<file path="src/rtl/core/assert_macros.svh">
// Assertion helpers shared by the queue RTL.
// Every check is clocked on clk and is switched off while arst_n is low.
`ifndef ASSERT_MACROS_SVH
`define ASSERT_MACROS_SVH

// Checks a property on every rising edge of clk once reset has been released.
`define CHK_CLK(label, prop, msg) \
	label: assert property (@(posedge clk) disable iff (!arst_n) (prop)) else $error(msg);

// Checks that an implication holds on the next rising edge.
`define CHK_NEXT(label, cond, expr, msg) \
	label: assert property (@(posedge clk) disable iff (!arst_n) (cond) |=> (expr)) \
		else $error(msg);

`endif

</file>
<file path="src/rtl/core/fsfq_pkg.sv">
package fsfq_pkg;

	localparam int DEPTH_DEF = 16;
	localparam int CAP_W     = 5;
	localparam int CFG_IDX_W = 1;

	localparam logic [CFG_IDX_W-1:0] CFG_POLICY   = 1'b0;
	localparam logic [CFG_IDX_W-1:0] CFG_CAPACITY = 1'b1;

	localparam logic POL_FIFO     = 1'b0;
	localparam logic POL_SMALLEST = 1'b1;

	typedef enum logic {
		ACT_ENQ = 1'b0,
		ACT_DEQ = 1'b1
	} action_t;

	typedef enum logic [1:0] {
		STAT_DONE  = 2'd0,
		STAT_FULL  = 2'd1,
		STAT_EMPTY = 2'd2
	} status_t;

	typedef struct packed {
		action_t     action;
		logic [15:0] request_tag;
		logic [31:0] file_size;
		logic        req_static;
	} in_item_t;

	typedef struct packed {
		status_t     status;
		logic [15:0] out_tag;
		logic [31:0] out_size;
		logic        out_static;
	} out_item_t;

	// One stored entry.
	typedef struct packed {
		logic [15:0] tag;
		logic [31:0] size;
		logic        stat;
	} entry_t;

	// Controller sequencer states.
	typedef enum logic [1:0] {
		S_IDLE,
		S_SCAN,
		S_SHIFT,
		S_DONE
	} fsm_t;

endpackage

</file>
<file path="src/rtl/core/fsfq_mem.sv">
module fsfq_mem
	import fsfq_pkg::*;
#(
	parameter int DEPTH = DEPTH_DEF,
	parameter int AW    = (DEPTH > 1) ? $clog2(DEPTH) : 1
) (
	input  logic          clk,
	input  logic          wr_en,
	input  logic [AW-1:0] wr_addr,
	input  entry_t        wr_data,
	input  logic          rd_en,
	input  logic [AW-1:0] rd_addr,
	output entry_t        rd_data
);

	// Simple dual-port storage, one write and one registered read per cycle.
	entry_t mem [DEPTH];

	always_ff @(posedge clk) begin
		if (wr_en) begin
			mem[wr_addr] <= wr_data;
		end
	end

	always_ff @(posedge clk) begin
		if (rd_en) begin
			rd_data <= mem[rd_addr];
		end
	end

endmodule

</file>
<file path="src/rtl/core/fsfq_ctrl.sv">
`include "assert_macros.svh"

module fsfq_ctrl
	import fsfq_pkg::*;
#(
	parameter int DEPTH = DEPTH_DEF,
	parameter int AW    = (DEPTH > 1) ? $clog2(DEPTH) : 1,
	parameter int CW    = $clog2(DEPTH + 1)
) (
	input  logic             clk,
	input  logic             arst_n,
	input  logic             in_valid,
	output logic             in_stall,
	input  in_item_t         in_item,
	input  logic             policy,
	input  logic [CAP_W-1:0] capacity,
	output logic             res_valid,
	input  logic             res_ready,
	output out_item_t        res,
	output logic             wr_en,
	output logic [AW-1:0]    wr_addr,
	output entry_t           wr_data,
	output logic             rd_en,
	output logic [AW-1:0]    rd_addr,
	input  entry_t           rd_data
);

	localparam int XW = (CW > CAP_W) ? CW : CAP_W;

	fsm_t          state_q, state_n;
	logic [CW-1:0] count_q;
	logic [CW-1:0] ptr_q;
	logic [CW-1:0] last_q;
	logic [CW-1:0] best_idx_q;
	entry_t        best_q;
	out_item_t     res_q;
	logic          rd_valid_s1;
	logic [CW-1:0] rd_idx_s1;

	logic          accept;
	logic          full;
	logic [CW-1:0] rd_ptr;
	logic [CW-1:0] wr_idx;
	logic          take;
	logic [CW-1:0] best_idx_n;
	entry_t        pick;
	logic          scan_end;
	logic          shift_end;
	status_t       acc_status;

	assign accept = in_valid && !in_stall;
	assign full   = (XW'(count_q) >= XW'(capacity)) || (XW'(count_q) >= XW'(DEPTH));

	// Later entries win ties, so an equal size replaces the current best.
	assign take       = (rd_idx_s1 == '0) || (rd_data.size <= best_q.size);
	assign best_idx_n = take ? rd_idx_s1 : best_idx_q;
	assign pick       = take ? rd_data : best_q;
	assign scan_end   = (state_q == S_SCAN) && rd_valid_s1 && (rd_idx_s1 == last_q);
	assign shift_end  = (state_q == S_SHIFT) && !rd_en && !rd_valid_s1;
	assign wr_idx     = rd_idx_s1 - CW'(1);

	// Status of the item being accepted; a dequeue that finds entries is
	// completed later by the scan.
	always_comb begin
		acc_status = STAT_DONE;
		if (in_item.action == ACT_ENQ && full) begin
			acc_status = STAT_FULL;
		end
		if (in_item.action == ACT_DEQ && count_q == '0) begin
			acc_status = STAT_EMPTY;
		end
	end

	always_comb begin
		state_n = state_q;
		case (state_q)
			S_IDLE: begin
				if (in_valid) begin
					if (in_item.action == ACT_DEQ && count_q != '0) begin
						state_n = S_SCAN;
					end else begin
						state_n = S_DONE;
					end
				end
			end
			S_SCAN: begin
				if (scan_end) begin
					state_n = S_SHIFT;
				end
			end
			S_SHIFT: begin
				if (shift_end) begin
					state_n = S_DONE;
				end
			end
			S_DONE: begin
				if (res_ready) begin
					state_n = S_IDLE;
				end
			end
			default: state_n = S_IDLE;
		endcase
	end

	always_comb begin
		in_stall  = 1'b1;
		res_valid = 1'b0;
		wr_en     = 1'b0;
		wr_addr   = count_q[AW-1:0];
		wr_data   = '{tag: in_item.request_tag, size: in_item.file_size,
		              stat: in_item.req_static};
		rd_en     = 1'b0;
		rd_ptr    = ptr_q;
		case (state_q)
			S_IDLE: begin
				in_stall = 1'b0;
				rd_ptr   = '0;
				if (in_valid && in_item.action == ACT_ENQ && !full) begin
					wr_en = 1'b1;
				end
				if (in_valid && in_item.action == ACT_DEQ && count_q != '0) begin
					rd_en = 1'b1;
				end
			end
			S_SCAN: begin
				rd_en = (ptr_q <= last_q);
			end
			S_SHIFT: begin
				rd_en   = (ptr_q < count_q);
				wr_en   = rd_valid_s1;
				wr_addr = wr_idx[AW-1:0];
				wr_data = rd_data;
			end
			S_DONE: begin
				res_valid = 1'b1;
			end
			default: ;
		endcase
	end

	assign rd_addr = rd_ptr[AW-1:0];
	assign res     = res_q;

	always_ff @(posedge clk or negedge arst_n) begin
		if (!arst_n) begin
			state_q     <= S_IDLE;
			count_q     <= '0;
			ptr_q       <= '0;
			last_q      <= '0;
			rd_valid_s1 <= 1'b0;
		end else begin
			state_q     <= state_n;
			rd_valid_s1 <= rd_en;
			case (state_q)
				S_IDLE: begin
					if (accept) begin
						if (in_item.action == ACT_ENQ && !full) begin
							count_q <= count_q + CW'(1);
						end
						ptr_q  <= CW'(1);
						last_q <= (policy == POL_SMALLEST) ? count_q - CW'(1) : '0;
					end
				end
				S_SCAN: begin
					if (scan_end) begin
						ptr_q <= best_idx_n + CW'(1);
					end else if (rd_en) begin
						ptr_q <= ptr_q + CW'(1);
					end
				end
				S_SHIFT: begin
					if (rd_en) begin
						ptr_q <= ptr_q + CW'(1);
					end
					if (shift_end) begin
						count_q <= count_q - CW'(1);
					end
				end
				default: ;
			endcase
		end
	end

	always_ff @(posedge clk) begin
		rd_idx_s1 <= rd_ptr;
		if (state_q == S_SCAN && rd_valid_s1) begin
			best_q     <= pick;
			best_idx_q <= best_idx_n;
		end
		if (accept) begin
			res_q <= '{status: acc_status, out_tag: '0, out_size: '0, out_static: 1'b0};
		end else if (scan_end) begin
			res_q <= '{status: STAT_DONE, out_tag: pick.tag, out_size: pick.size,
			           out_static: pick.stat};
		end
	end

	`CHK_CLK(a_count_in_range, XW'(count_q) <= XW'(DEPTH), "entry count above depth")
	`CHK_CLK(a_shift_write_below_count,
		!(wr_en && state_q == S_SHIFT) || (wr_idx < count_q),
		"gap closing writes past the held entries")
	`CHK_NEXT(a_full_keeps_count,
		accept && in_item.action == ACT_ENQ && full, $stable(count_q),
		"rejected enqueue changed the count")
	`CHK_NEXT(a_scan_goes_shift, scan_end, state_q == S_SHIFT,
		"scan end did not start the gap close")

endmodule

</file>
<file path="src/rtl/core/fifo_or_smallest_first_queue.sv">
// Bounded request queue with a selectable service order. Each input item is
// either an enqueue (tag, size, static flag) or a dequeue, and every item
// produces exactly one result item. An enqueue stores its entry when fewer
// than the programmed capacity (saturated at DEPTH) are held and answers
// "done"; otherwise it answers "full" and the entry is dropped. A dequeue
// answers "empty" when nothing is held; otherwise it returns one entry: the
// oldest one in FIFO policy, or in smallest-first policy the entry with the
// least size, the most recently enqueued one among equal sizes. Entries are
// kept in arrival order in a single memory, and removing one moves every
// later entry down one slot. A smallest-first dequeue scans all held
// entries for the smallest size, and the gap close then walks the entries
// behind the one taken, both through the memory's one read port, one entry
// per cycle. Input items are taken only while the sequencer is idle, but a
// finished result may still wait in the output register while the next
// item is accepted. Configuration writes are always ready and must only be
// issued while the queue is idle.

`include "assert_macros.svh"

module fifo_or_smallest_first_queue
	import fsfq_pkg::*;
#(
	parameter int DEPTH = DEPTH_DEF
) (
	input  logic                 clk,
	input  logic                 arst_n,
	input  logic                 in_valid,
	output logic                 in_stall,
	input  in_item_t             in_item,
	output logic                 out_valid,
	input  logic                 out_stall,
	output out_item_t            out_item,
	input  logic                 cfg_valid,
	output logic                 cfg_ready,
	input  logic [CFG_IDX_W-1:0] cfg_index,
	input  logic [CAP_W-1:0]     cfg_data
);

	localparam int AW = (DEPTH > 1) ? $clog2(DEPTH) : 1;
	localparam int CW = $clog2(DEPTH + 1);

	// Configuration registers.
	logic             policy_q;
	logic [CAP_W-1:0] capacity_q;

	// Output register that decouples the result from the sequencer.
	logic      out_valid_q;
	out_item_t out_q;

	logic          res_valid;
	logic          res_ready;
	out_item_t     res;
	logic          wr_en;
	logic [AW-1:0] wr_addr;
	entry_t        wr_data;
	logic          rd_en;
	logic [AW-1:0] rd_addr;
	entry_t        rd_data;

	assign cfg_ready = 1'b1;

	always_ff @(posedge clk or negedge arst_n) begin
		if (!arst_n) begin
			policy_q   <= POL_FIFO;
			capacity_q <= CAP_W'(1);
		end else if (cfg_valid && cfg_ready) begin
			case (cfg_index)
				CFG_POLICY:   policy_q   <= cfg_data[0];
				CFG_CAPACITY: capacity_q <= cfg_data;
				default: ;
			endcase
		end
	end

	// The sequencer may hand over a result whenever the output register is
	// empty or is being emptied in this cycle.
	assign res_ready = !out_valid_q || !out_stall;

	always_ff @(posedge clk or negedge arst_n) begin
		if (!arst_n) begin
			out_valid_q <= 1'b0;
		end else if (res_valid && res_ready) begin
			out_valid_q <= 1'b1;
		end else if (!out_stall) begin
			out_valid_q <= 1'b0;
		end
	end

	always_ff @(posedge clk) begin
		if (res_valid && res_ready) begin
			out_q <= res;
		end
	end

	assign out_valid = out_valid_q;
	assign out_item  = out_q;

	fsfq_ctrl #(
		.DEPTH (DEPTH),
		.AW    (AW),
		.CW    (CW)
	) u_ctrl (
		.clk       (clk),
		.arst_n    (arst_n),
		.in_valid  (in_valid),
		.in_stall  (in_stall),
		.in_item   (in_item),
		.policy    (policy_q),
		.capacity  (capacity_q),
		.res_valid (res_valid),
		.res_ready (res_ready),
		.res       (res),
		.wr_en     (wr_en),
		.wr_addr   (wr_addr),
		.wr_data   (wr_data),
		.rd_en     (rd_en),
		.rd_addr   (rd_addr),
		.rd_data   (rd_data)
	);

	fsfq_mem #(
		.DEPTH (DEPTH),
		.AW    (AW)
	) u_mem (
		.clk     (clk),
		.wr_en   (wr_en),
		.wr_addr (wr_addr),
		.wr_data (wr_data),
		.rd_en   (rd_en),
		.rd_addr (rd_addr),
		.rd_data (rd_data)
	);

	// A result handed over always lands in the output register.
	`CHK_NEXT(a_result_lands, res_valid && res_ready, out_valid_q,
		"result lost on its way to the output register")
	// A held result is never overwritten while the consumer stalls.
	`CHK_NEXT(a_held_result_kept, out_valid_q && out_stall, $stable(out_q) && out_valid_q,
		"output register changed under stall")

endmodule

</file>
<file path="config.mk">
export PLATFORM = sky130hd
export DESIGN_NAME = fifo_or_smallest_first_queue
export DESIGN_NICKNAME = d
export VERILOG_FILES = /design/src/rtl/core/fsfq_pkg.sv /design/src/rtl/core/fsfq_mem.sv /design/src/rtl/core/fsfq_ctrl.sv /design/src/rtl/core/fifo_or_smallest_first_queue.sv
export VERILOG_INCLUDE_DIRS = /design/src /design/src/rtl/core
export SDC_FILE = /design/constraint.sdc
export NUM_CORES = 1
export LEC_CHECK = 0
export ABC_AREA = 1
export BUFFER_PORTS_ARGS = -buffer_cell sky130_fd_sc_hd__buf_2
export CORE_ASPECT_RATIO = 0.6
export CORE_MARGIN = 2
export CORE_UTILIZATION = 51
export DETAILED_ROUTE_END_ITERATION = 12
export PLACE_DENSITY = 0.66
export SLEW_MARGIN = 40
export SYNTH_ARGS = -nofsm -noshare
export SYNTH_HDL_FRONTEND = slang
export SYNTH_SLANG_ARGS = --single-unit
</file>
<file path="constraint.sdc">
create_clock -name clk -period 4.6 [get_ports clk]
set_clock_uncertainty 0.15 [all_clocks]
set_input_delay 0.46 -clock clk [delete_from_list [all_inputs] [get_ports clk]]
set_output_delay 0.46 -clock clk [all_outputs]
set_load 0.02 [all_outputs]
</file>
* Word level (Yosys, flattened, before mapping)
Memories as Yosys holds them, arrays and structs flattened. A register that Yosys moved wholly into a read port is not among the register bits.
Cells that the tools add are included.
** Word-level totals
- Flip-flop bits (word level) :: 186
- RAM bits :: 784
- Input bits :: 61
- Logic and storage cells :: 115
- Memories :: 1
** Operators by class
- Add/subtract/negate cells :: 5
- Magnitude comparators :: 5
- Equal/unequal tests :: 11
- Multiplexer cells :: 34
- Bitwise gates (word level) :: 2
- Reduce and logical (&&, ||, !) cells :: 35
** Memories
- u_mem.mem :: depth 16, bits a word 49, rd ports 1, clocked after memory_dff 1, write ports 1, RTL line fsfq_mem.sv:17 : entry_t mem [DEPTH];
** Operators with widths (count)
- 51-bit two-way mux :: 2
- 49-bit two-way mux :: 2
- 5-bit two-way mux :: 8
- 32-bit <= comparator :: 1
- 5-bit by 1-bit adder with 5-bit output, second input constant :: 3
- 5-bit case mux with 3 select lines :: 1
- 1-bit logical AND :: 14
- 2-bit two-way mux :: 6
- 5-bit logical NOT :: 2
- 5-bit case mux with 2 select lines :: 1
- 1-bit two-way mux :: 9
- 4-bit two-way mux :: 2
- 2-bit by 1-bit != test with 1-bit output, second input constant :: 4
- 2-bit case mux with 4 select lines :: 1
- 2-bit AND reduction :: 4
- 4-bit AND reduction :: 2
- 2-bit != test, second input constant :: 3
- 5-bit == test :: 1
- 5-bit greater-or-equal comparator :: 1
- 5-bit greater-or-equal comparator, second input constant :: 1
- 5-bit <= comparator :: 1
- 1-bit logical NOT :: 5
- 5-bit < comparator :: 1
- 5-bit nonzero test :: 1
- other kinds (11) :: 16

* Logic depth before layout (Yosys ltp)
Gate-level depths: netlist of the first run.
- Depth in word-level cells :: 9
- Mapped depth :: 25
- Depth with buffers taken out :: 24

* Cells and area by module
A second synthesis of the first run with hierarchy kept.
** Second synthesis, totals
- Cells, all modules :: 4259
- Area, all modules :: 44400.1 um2
** By module, submodules not included
- fsfq_mem :: instances 1, cells an instance 3231, area each 35197.5 um2
- fsfq_ctrl :: instances 1, cells an instance 942, area each 7375.8 um2
- fifo_or_smallest_first_queue :: instances 1, cells an instance 86, area each 1826.8 um2

* Least setup slack after synthesis of the first run
OpenSTA, ideal clock, no wires.
- Path kind :: register to register
- Start :: register u_ctrl.count_q[0]
- End :: memory u_mem.mem[0][0] in the netlist's numbering, enable pin
- Arrival time :: 3.960 ns
- Data required time :: 3.994 ns
- Slack :: 0.034 ns
- Stages on the path, launching flop included :: 12
- Buffers on the path :: 0
- Period minus slack after synthesis :: 4.566 ns
- Cells stage by stage :: dfrtp_1 -> inv_1 -> ha_1 -> inv_1 -> a21boi_0 -> o21a_1 -> o21a_1 -> o21ai_0 -> nand4_1 -> o22ai_1 -> nand3_1 -> nor2_1
** Between the ends
- Longest elaborated chain between the ends :: 8
- Elaborated cells between the ends (all ways) :: 10
- Classes of those cells :: 2 x order compare; 5 x mux; 3 x reduce/logical
** RTL lines
- start: declaration :: RTL line fsfq_ctrl.sv:31 : logic [CW-1:0] count_q;
- start signal: assignment :: RTL line fsfq_ctrl.sv:158 : count_q <= count_q + CW'(1);
- start signal: assignment :: RTL line fsfq_ctrl.sv:176 : count_q <= count_q - CW'(1);
- 5-bit greater-or-equal comparator :: RTL line fsfq_ctrl.sv:52 : assign full = (XW'(count_q) >= XW'(capacity)) || (XW'(count_q) >= XW'(DEPTH));
- 1-bit logical OR :: RTL line fsfq_ctrl.sv:52
- 1-bit logical NOT :: RTL line fsfq_ctrl.sv:118 : if (in_valid && in_item.action == ACT_ENQ && !full) begin
- 1-bit logical AND :: RTL line fsfq_ctrl.sv:118
- 1-bit two-way mux :: RTL line fsfq_ctrl.sv:118
- 1-bit case mux with 2 select lines :: RTL line fsfq_ctrl.sv:114 : case (state_q)
- 1-bit two-way mux :: RTL line fsfq_mem.sv:20 : if (wr_en) begin
- 1-bit two-way mux (not written as such) :: RTL line fsfq_mem.sv:21 : mem[wr_addr] <= wr_data;
- end: declaration :: RTL line fsfq_mem.sv:17
Parallel ways exist; a longest one is shown, timed or not.

* Final worst setup path of the first run
- Start :: register u_ctrl.count_q[0]
- End :: memory u_mem.mem[0][7] in the netlist's numbering, enable pin
The elaborated chain is that of the path after synthesis.

==> flow_summary.html, run 1 <==
<table>
<tr><th>Metric</th><th>Value</th></tr>
<tr><th colspan="2">STA</th></tr>
<tr><td>Endpoints failing hold</td><td>0</td></tr>
<tr><td>Highest attainable clock frequency</td><td>between 200 and 300 MHz</td></tr>
<tr><td>Unrepaired setup endpoints after global routing</td><td>no</td></tr>
<tr><td>Ratio of final minimum period to clock period</td><td>a little over four fifths</td></tr>
<tr><td>Crit path time final</td><td>~3900 ps</td></tr>
<tr><td>TNS Setup</td><td>0 ps</td></tr>
<tr><td>Worst-case headroom to the max-slew limit</td><td>between 30 and 40%</td></tr>
<tr><td>Total setup violations reported at the end of the flow</td><td>0</td></tr>
<tr><td>Slew at the pin closest to its max-slew limit</td><td>916 ps</td></tr>
<tr><td>Post-route worst hold slack</td><td>63.7 ps</td></tr>
<tr><td>Final-report max-slew violation count</td><td>0</td></tr>
<tr><td>Worst Slack Setup Final</td><td>720 ps</td></tr>
<tr><th colspan="2">Placed design</th></tr>
<tr><td>Final weighted congestion in routability-driven placement</td><td>0.871</td></tr>
<tr><td># port buffers</td><td>113</td></tr>
<tr><td>Post-detail-place hpwl</td><td>58.8 mm</td></tr>
<tr><td>Worst slack after detailed placement</td><td>729 ps</td></tr>
<tr><th colspan="2">Logic synthesis</th></tr>
<tr><td>Post-Synthesis Cells</td><td>3170</td></tr>
<tr><td>Synthesized cell area</td><td>approximately 40000 um^2</td></tr>
<tr><td>Number of enable-type register cells in the synthesized netlist</td><td>940</td></tr>
<tr><td>Post-synthesis cell type count</td><td>42</td></tr>
<tr><td>Mapped Avg Cell Area</td><td>12.8 um^2</td></tr>
<tr><td>Synthesized netlist net count</td><td>between 3000 and 4000</td></tr>
<tr><td>Most used DFF post-synth</td><td>edfxtp_1</td></tr>
<tr><td>Share of the yosys chip area belonging to registers</td><td>73.5%</td></tr>
<tr><td>Asr flop ratio synth</td><td>approximately 2.5%</td></tr>
<tr><td>Yosys warns</td><td>0</td></tr>
<tr><td>Synth Register Bits</td><td>1019</td></tr>
<tr><th colspan="2">Floorplan</th></tr>
<tr><td>Effective utilization at floorplan</td><td>51.4%</td></tr>
<tr><td>Height of the die</td><td>around 220 um</td></tr>
<tr><td>Total Die Area</td><td>82200 um^2</td></tr>
<tr><td>Floorplan core area</td><td>79300 um^2</td></tr>
<tr><td>Die X-Extent</td><td>369 um</td></tr>
<tr><td>Number of top-level pins</td><td>115</td></tr>
<tr><td># rows</td><td>80</td></tr>
<tr><th colspan="2">Power</th></tr>
<tr><td>Power Total</td><td>30.7 mW</td></tr>
<tr><td>Pwr Density</td><td>667 nW/um^2</td></tr>
<tr><td>VDD IR max</td><td>roughly 0.9 mV</td></tr>
<tr><td>Static Leak</td><td>about 16 nW</td></tr>
<tr><th colspan="2">Global route</th></tr>
<tr><td>Global-route wire length before repair</td><td>161 mm</td></tr>
<tr><td>Pin count of the biggest net entering global routing</td><td>174</td></tr>
<tr><td>Number of antenna violations at the first check in global routing</td><td>0</td></tr>
<tr><td>GRT Total Usage</td><td>25.7%</td></tr>
<tr><td>Vias in the first global route</td><td>26406</td></tr>
<tr><td>GRT Residual Overflow</td><td>0</td></tr>
<tr><th colspan="2">Clock network</th></tr>
<tr><td>Quantity of gates resized following cts</td><td>0</td></tr>
<tr><td>Clock-pin slew reported for the worst setup and hold paths after clock tree synthesis</td><td>70 ps</td></tr>
<tr><td>Number of buffers on the longest clock path</td><td>3</td></tr>
<tr><td>Total clock sinks</td><td>1019</td></tr>
<tr><td>Maximum level of the CTS H-tree</td><td>3</td></tr>
<tr><td>Number of clock buffers inserted by TritonCTS</td><td>between 80 and 90</td></tr>
<tr><td>Clock network latency to the later pin of the worst-skew pair</td><td>between 600 and 700 ps</td></tr>
<tr><td>Number of post-CTS setup repair buffers</td><td>0</td></tr>
<tr><td>Clock root buffer</td><td>clkbuf_16</td></tr>
<tr><td>TritonCTS clock tree</td><td>done</td></tr>
<tr><th colspan="2">Setup path</th></tr>
<tr><td>Data arrival time of the worst path</td><td>4030 ps</td></tr>
<tr><td>Kind of start point of the critical path</td><td>register</td></tr>
<tr><td>Critical Path Sink Type</td><td>register</td></tr>
<tr><td>Worst-path cell with the longest stage delay</td><td>buf_4</td></tr>
<tr><td>Largest fanout of any net on the critical path</td><td>31</td></tr>
<tr><td>Worst R2R Start</td><td>u_ctrl.count_q[0]</td></tr>
<tr><td>Slowest stage delay, CP</td><td>520 ps</td></tr>
<tr><td>CP Launch Point</td><td>u_ctrl.count_q[0]</td></tr>
<tr><td>Cells along the critical path</td><td>inv_1 &gt; ha_1 &gt; inv_1 &gt; a21boi_0 &gt; o21a_1 &gt; o21a_1 &gt; o21ai_0 &gt; nand4_1 &gt; o22ai_1 &gt; nand3_1 &gt; nor2_4 &gt; buf_4</td></tr>
<tr><td>Delay-heaviest family, CP</td><td>compound AO/OA/AOI/OAI gates</td></tr>
<tr><td>Startpoint-to-endpoint class of the critical path</td><td>register to register</td></tr>
<tr><td>Critical Path RT</td><td>4750 ps</td></tr>
<tr><td>Buffers and inverters on the worst path</td><td>3</td></tr>
<tr><th colspan="2">Route</th></tr>
<tr><td>Per-cell routed wire length</td><td>around 24 um</td></tr>
<tr><td>Final Routed Wirelength</td><td>106 mm</td></tr>
<tr><td>DRT antenna net count</td><td>0</td></tr>
<tr><td>TritonRoute pass-1 iters</td><td>6</td></tr>
<tr><td>Final routed DRC violation total</td><td>0</td></tr>
<tr><td>Total via count in the routed design</td><td>~27000</td></tr>
<tr><td>First-iteration detailed-routing DRC count</td><td>3396</td></tr>
<tr><td>Detail-routed via count per cell</td><td>6.07</td></tr>
<tr><th colspan="2">Cells and area</th></tr>
<tr><td>Layout net count</td><td>3393</td></tr>
<tr><td>Diode insertion count for antenna repair</td><td>0</td></tr>
<tr><td>Most common cell after layout, fill and taps aside</td><td>edfxtp_1</td></tr>
<tr><td>Area added between synthesis and finish</td><td>13.1%</td></tr>
<tr><td>Proportion of layout cells with a drive suffix above 1</td><td>11.9%</td></tr>
<tr><td>Commonest non-fill, non-tap cells in the layout</td><td>940 x edfxtp_1, 457 x o21ai_0, 419 x nor2_1</td></tr>
<tr><th colspan="2">Worst hold path</th></tr>
<tr><td>Worst Hold Class</td><td>input pin to register</td></tr>
<tr><td>Worst hold start</td><td>in_item[49]</td></tr>
<tr><th colspan="2">Flow run</th></tr>
<tr><td>Max Cap Viol</td><td>0</td></tr>
<tr><th colspan="2">Status</th></tr>
<tr><td>Run status</td><td>complete, no violations</td></tr>
</table>
synthesized netlist by cell type, types with 3 or more instances:
master | instances | area, um^2
ha_1 | 56 | 701
xnor2_1 | 3 | 26.3
xor2_1 | 8 | 70.1
clkbuf_1 | 166 | 623
a21oi_1 | 27 | 135
buf_2 | 25 | 125
nand3_1 | 91 | 455
o211ai_1 | 87 | 653
nand2_1 | 249 | 935
inv_2 | 6 | 22.5
inv_1 | 185 | 694
o21ai_1 | 87 | 435
buf_1 | 4 | 15.0
nor2_1 | 438 | 1640
nand2_2 | 5 | 31.3
o22ai_1 | 90 | 563
dfrtp_1 | 24 | 601
nand4_1 | 5 | 31.3
o221ai_1 | 115 | 1010
o21a_1 | 6 | 45.0
o21ai_0 | 474 | 2370
edfxtp_1 | 940 | 28200
dfxtp_1 | 54 | 1080
power breakdown:
group / leakage (nW) / internal, mW / total [mW] / switching (mW)
registers: 9.27 / 12.7 / 13.2 / 0.493
clock network: 1.41 / 4.13 / 7.54 / 3.41
logic: 5.25 / 2.52 / 9.98 / 7.46
cells by family (layout without fill, tap and decap cells):
kind of cell	Yosys count	in the layout	share of synthesized area [%]
xor gates and xnor gates	11	11	0.237
adders and majority gates	56	56	1.72
other	1	1	0.00921
buffers and inverters	390	569	3.71
DFF	1019	1019	73.5
AOI/OAI and AO/OA	894	894	13.0
and+or+nand+nor	799	799	7.85
metal layers:
| metal | wire length (um) | global-route usage (%) | vias to the layer above |
|---|---|---|---|
| met1 | 45200 | 37.4 | 13357 |
| met5 | 0 | 0 | - |
| met3 | 9530 | 4.84 | 143 |
| met4 | 2720 | 7.62 | 0 |
| li1 | - | - | 11894 |
| met2 | 48700 | 39.9 | 1383 |
final cells by class:
| cell class | count | area (um^2) |
|---|---|---|
| Timing Repair Buffer | 213 | 1670 |
| Tap cell | 1066 | 1330 |
| Multi-Input combinational cell | 1761 | 9490 |
| Inverter | 192 | 736 |
| Sequential cell | 1019 | 29900 |
| Fill cell | 6190 | 33200 |
| Clock inverter | 52 | 472 |
| Clock buffer | 112 | 2440 |
sequential cells by signal, summed over array words and instances, names as in the netlist:
signal              flops
out_item               51
u_mem.rd_data          49
u_ctrl.state_q          2
out_valid               1
u_ctrl.res             51
u_mem.mem             784
policy_q                1
u_ctrl.ptr_q            5
u_ctrl.last_q           5
u_ctrl.best_q          49
capacity_q              5
u_ctrl.best_idx_q       5
u_ctrl.count_q          5
u_ctrl.rd_idx_s1        5
u_ctrl.rd_valid_s1      1
timing repair:
item / CTS / global route
hold endpoints to repair: 31 / 0
hold buffers: 9 / 0
endpoints found under the setup margin: 0 / 0
worst reg2reg max path, cell delays in order, from the launching register on:
cell	delay, ps
dfrtp_1	430
inv_1	190
ha_1	270
inv_1	50
a21boi_0	70
o21a_1	180
o21a_1	170
o21ai_0	250
nand4_1	170
o22ai_1	410
nand3_1	440
nor2_4	190
buf_4	520
per-stage QoR:
step	cells	utilization (%)	instance area [um^2]
final	4415	58.1	46100
after global routing	4415	58.1	46100
after CTS	4415	58.1	46100
after detailed placement	4242	54.3	43100
after global placement	4237	54.1	42900
after floorplan	3170	-	40700
path summary, 6_finish.rpt:
check,end,slack [ps],cells after the start
worst max-delay path,u_mem.mem[0][7],720,12
worst min-delay path,u_ctrl.state_q[1],60,4
worst max register to register,u_mem.mem[0][7],720,12
worst min register to register,out_item[49],280,0
max in group asynchronous,u_ctrl.count_q[1],3660,2
min in group asynchronous,u_ctrl.ptr_q[4],190,2
Note: power is estimated with default switching activity, not from simulation.
==> inputs of run 2 (changes only) <==
- PLACE_DENSITY: 0.66 -> 0.63
- clock period: 4.6 -> 3.8 ns (I/O delays scaled with it)
==> flow_summary.html, run 2 (synthesis results as in run 1) <==
<table>
<tr><th>Metric</th><th>Value</th></tr>
<tr><th colspan="2">Status</th></tr>
<tr><td>Run status</td><td>complete, no violations</td></tr>
<tr><th colspan="2">Global route</th></tr>
<tr><td>Global-route wire length before repair</td><td>158 mm (-1.7%)</td></tr>
<tr><td>GRT Total Usage</td><td>25.4% (-0.32 points)</td></tr>
<tr><td>Pin count of the biggest net entering global routing</td><td>159 (-8.6%)</td></tr>
<tr><td>Number of antenna violations at the first check in global routing</td><td>0 (unchanged)</td></tr>
<tr><td>Vias in the first global route</td><td>26054 (-1.3%)</td></tr>
<tr><td>GRT Residual Overflow</td><td>0 (unchanged)</td></tr>
<tr><th colspan="2">Cells and area</th></tr>
<tr><td>Diode insertion count for antenna repair</td><td>0 (unchanged)</td></tr>
<tr><td>Area added between synthesis and finish</td><td>14.3%</td></tr>
<tr><td>Number of flip-flops under the largest register name</td><td>784 (unchanged)</td></tr>
<tr><td>Commonest non-fill, non-tap cells in the layout</td><td>940 x edfxtp_1, 473 x o21ai_0, 419 x nor2_1</td></tr>
<tr><td>Layout net count</td><td>3435 (+1.2%)</td></tr>
<tr><td>Final-layout fill cell count</td><td>6218 (+0.45%)</td></tr>
<tr><td>Register with the most flip-flops</td><td>u_mem.mem</td></tr>
<tr><td>Most common cell after layout, fill and taps aside</td><td>edfxtp_1</td></tr>
<tr><td>Area of the multi-input gates</td><td>9450 um^2 (-0.44%)</td></tr>
<tr><td>Proportion of layout cells with a drive suffix above 1</td><td>12.4% (+0.48 points)</td></tr>
<tr><td>Sequential cell area</td><td>29900 um^2 (unchanged)</td></tr>
<tr><th colspan="2">STA</th></tr>
<tr><td>Worst-case headroom to the max-slew limit</td><td>45.1% (+6.2 points)</td></tr>
<tr><td>Total setup violations reported at the end of the flow</td><td>0 (unchanged)</td></tr>
<tr><td>Final-report max-slew violation count</td><td>0 (unchanged)</td></tr>
<tr><td>Endpoints failing hold</td><td>0 (unchanged)</td></tr>
<tr><td>Highest attainable clock frequency</td><td>283 MHz (+9.7%)</td></tr>
<tr><td>Crit path time final</td><td>3540 ps (-344 ps)</td></tr>
<tr><td>TNS Setup</td><td>0 ps (unchanged)</td></tr>
<tr><td>Slew at the pin closest to its max-slew limit</td><td>822 ps (-94.2 ps)</td></tr>
<tr><td>Unrepaired setup endpoints after global routing</td><td>no</td></tr>
<tr><td>Ratio of final minimum period to clock period</td><td>93.1% (+8.7 points)</td></tr>
<tr><td>Post-route worst hold slack</td><td>49.3 ps (-14.4 ps)</td></tr>
<tr><th colspan="2">Setup path</th></tr>
<tr><td>Worst reg2reg endpoint</td><td>u_mem.mem[15][14]</td></tr>
<tr><td>Register-to-register setup slack</td><td>260 ps (-460 ps)</td></tr>
<tr><td>Kind of start point of the critical path</td><td>register</td></tr>
<tr><td>Critical Path RT</td><td>3980 ps (-770 ps)</td></tr>
<tr><td>Startpoint-to-endpoint class of the critical path</td><td>register to register</td></tr>
<tr><td>Largest fanout of any net on the critical path</td><td>49 (+58%)</td></tr>
<tr><td>Data arrival time of the worst path</td><td>3710 ps (-320 ps)</td></tr>
<tr><td>Critical Path Sink Type</td><td>register</td></tr>
<tr><td>Worst R2R Start</td><td>u_ctrl.count_q[0]</td></tr>
<tr><td>Number of cells on the worst reg-to-reg path</td><td>13 (+1)</td></tr>
<tr><th colspan="2">Route</th></tr>
<tr><td>First-iteration detailed-routing DRC count</td><td>2891 (-15%)</td></tr>
<tr><td>DRT antenna net count</td><td>0 (unchanged)</td></tr>
<tr><td>Total via count in the routed design</td><td>26607 (-0.63%)</td></tr>
<tr><td>Final Routed Wirelength</td><td>105 mm (-1.0%)</td></tr>
<tr><td>Final routed DRC violation total</td><td>0 (unchanged)</td></tr>
<tr><td>TritonRoute pass-1 iters</td><td>6 (unchanged)</td></tr>
<tr><td>Per-cell routed wire length</td><td>23.5 um (-2.1%)</td></tr>
<tr><td>Detail-routed via count per cell</td><td>5.96 (-1.7%)</td></tr>
<tr><th colspan="2">Placed design</th></tr>
<tr><td># port buffers</td><td>113 (unchanged)</td></tr>
<tr><td>Final weighted congestion in routability-driven placement</td><td>0.872 (about the same)</td></tr>
<tr><td>Post-detail-place hpwl</td><td>60.1 mm (+2.3%)</td></tr>
<tr><th colspan="2">Clock network</th></tr>
<tr><td>Number of post-CTS setup repair buffers</td><td>0 (unchanged)</td></tr>
<tr><td>Maximum level of the CTS H-tree</td><td>3 (unchanged)</td></tr>
<tr><td>Number of clock buffers inserted by TritonCTS</td><td>92 (+3.4%)</td></tr>
<tr><td>Quantity of gates resized following cts</td><td>0 (unchanged)</td></tr>
<tr><td>TritonCTS clock tree</td><td>done</td></tr>
<tr><td>Clock network latency to the later pin of the worst-skew pair</td><td>690 ps (about the same)</td></tr>
<tr><td>Clock-pin slew reported for the worst setup and hold paths after clock tree synthesis</td><td>60 ps (about the same)</td></tr>
<tr><td>Total clock sinks</td><td>1019 (unchanged)</td></tr>
<tr><td>Number of buffers on the longest clock path</td><td>3 (unchanged)</td></tr>
<tr><td>Clock root buffer</td><td>clkbuf_16</td></tr>
<tr><th colspan="2">Worst hold path</th></tr>
<tr><td>Hold Path Stages</td><td>4 (unchanged)</td></tr>
<tr><td>Worst Hold Class</td><td>input pin to register</td></tr>
<tr><td>Hold Path Sink</td><td>u_mem.mem[12][46]</td></tr>
<tr><td>Worst hold start</td><td>in_item[46]</td></tr>
<tr><th colspan="2">Floorplan</th></tr>
<tr><td>Effective utilization at floorplan</td><td>51.4% (unchanged)</td></tr>
<tr><td>Total Die Area</td><td>82200 um^2 (unchanged)</td></tr>
<tr><td>Height of the die</td><td>223 um (unchanged)</td></tr>
<tr><td>Die X-Extent</td><td>369 um (unchanged)</td></tr>
<tr><td>Number of top-level pins</td><td>115 (unchanged)</td></tr>
<tr><td># rows</td><td>80 (unchanged)</td></tr>
<tr><td>Floorplan core area</td><td>79300 um^2 (unchanged)</td></tr>
<tr><th colspan="2">Power</th></tr>
<tr><td>VDD IR max</td><td>0.775 mV (-12%)</td></tr>
<tr><td>Pwr Density</td><td>800 nW/um^2 (+20%)</td></tr>
<tr><td>Static Leak</td><td>16.2 nW (+1.4%)</td></tr>
<tr><th colspan="2">Flow run</th></tr>
<tr><td>Max Cap Viol</td><td>0 (unchanged)</td></tr>
</table>
==> run 2: changes by cell type in the layout (fill, tap and decap cells not counted), moves of 2 or more <==
cell / delta
buf_16: -5
o21ai_0: +16
clkinv_8: -2
o21ai_1: -5
clkinv_2: +4
clkinvlp_4: -3
buf_4: +15
dlygate4sd3_1: +5
clkbuf_16: +4
clkbuf_1: +10
o21ai_2: -11
bufinv_16: -3
buf_12: +23
==> run 2: power breakdown <==
part	internal (mW)	leakage (nW)	switching, mW
clock	4.97	1.43	4.12
sequential	15.4	9.27	0.562
combinational	3.13	5.45	9.07
total	23.5	16.2	13.7
==> run 2: worst max path at each step <==
stage | from | to | slack (ps) | cells after the start
2_1_floorplan | u_ctrl.count_q[0] | u_mem.mem[0][0] | -770 | 11
3_3_place_gp | u_ctrl.count_q[0] | u_mem.mem[15][3] | 390 | 13
3_5_place_dp | u_ctrl.count_q[0] | u_mem.mem[15][4] | 350 | 13
4_1_cts | u_ctrl.count_q[0] | u_mem.mem[15][41] | 310 | 13
5_1_grt | u_ctrl.count_q[0] | u_mem.mem[15][11] | 110 | 13
6_report | u_ctrl.count_q[0] | u_mem.mem[15][14] | 260 | 13
==> run 2: cell type report <==
cell class                 instances  share of cell area (%)
inverter                         192                    1.58
clock buffer                     125                    5.51
clock inverter                    47                   0.766
timing repair buffer             252                    4.65
multi-input combinational       1761                    20.3
tap                             1066                    2.87
sequential                      1019                    64.3
==> run 2: timing repair <==
action,in CTS,in global routing
endpoints found under the setup margin,0,0
hold buffers,14,0
hold endpoints to repair,35,0
==> run 2: critical path, stage by stage, from the launching register on <==
cell and delay, ps:
dfrtp_1 420, inv_1 180, ha_1 260, inv_1 60, a21boi_0 80, o21a_1 180, o21a_1 160, o21ai_0 210
nand4_1 160, o22ai_1 450, nand3_1 150, buf_4 210, nor2_4 100, buf_12 360
==> run 2: stage by stage <==
step | utilization, % | instance area [um^2] | setup WS (ps) | std cells | power, mW
final | 58.7 | 46500 | 263 | 4462 | 37.2
after global routing | 58.7 | 46500 | 109 | 4462 | 39.1
after CTS | 58.7 | 46500 | 306 | 4462 | 37.4
after detailed placement | 54.8 | 43500 | 352 | 4276 | 28.3
after global placement | 54.8 | 43500 | 385 | 4276 | 27.9
after floorplan | - | 40700 | -766 | 3170 | 23.5
==> run 2: per-layer routing <==
metal | up-vias | track usage (%) | routed length (um)
met5 | - | 0 | 0
met4 | 0 | 9.32 | 3450
met3 | 167 | 5.00 | 8530
met2 | 1134 | 39.3 | 48000
met1 | 13318 | 36.1 | 45100
li1 | 11988 | - | -
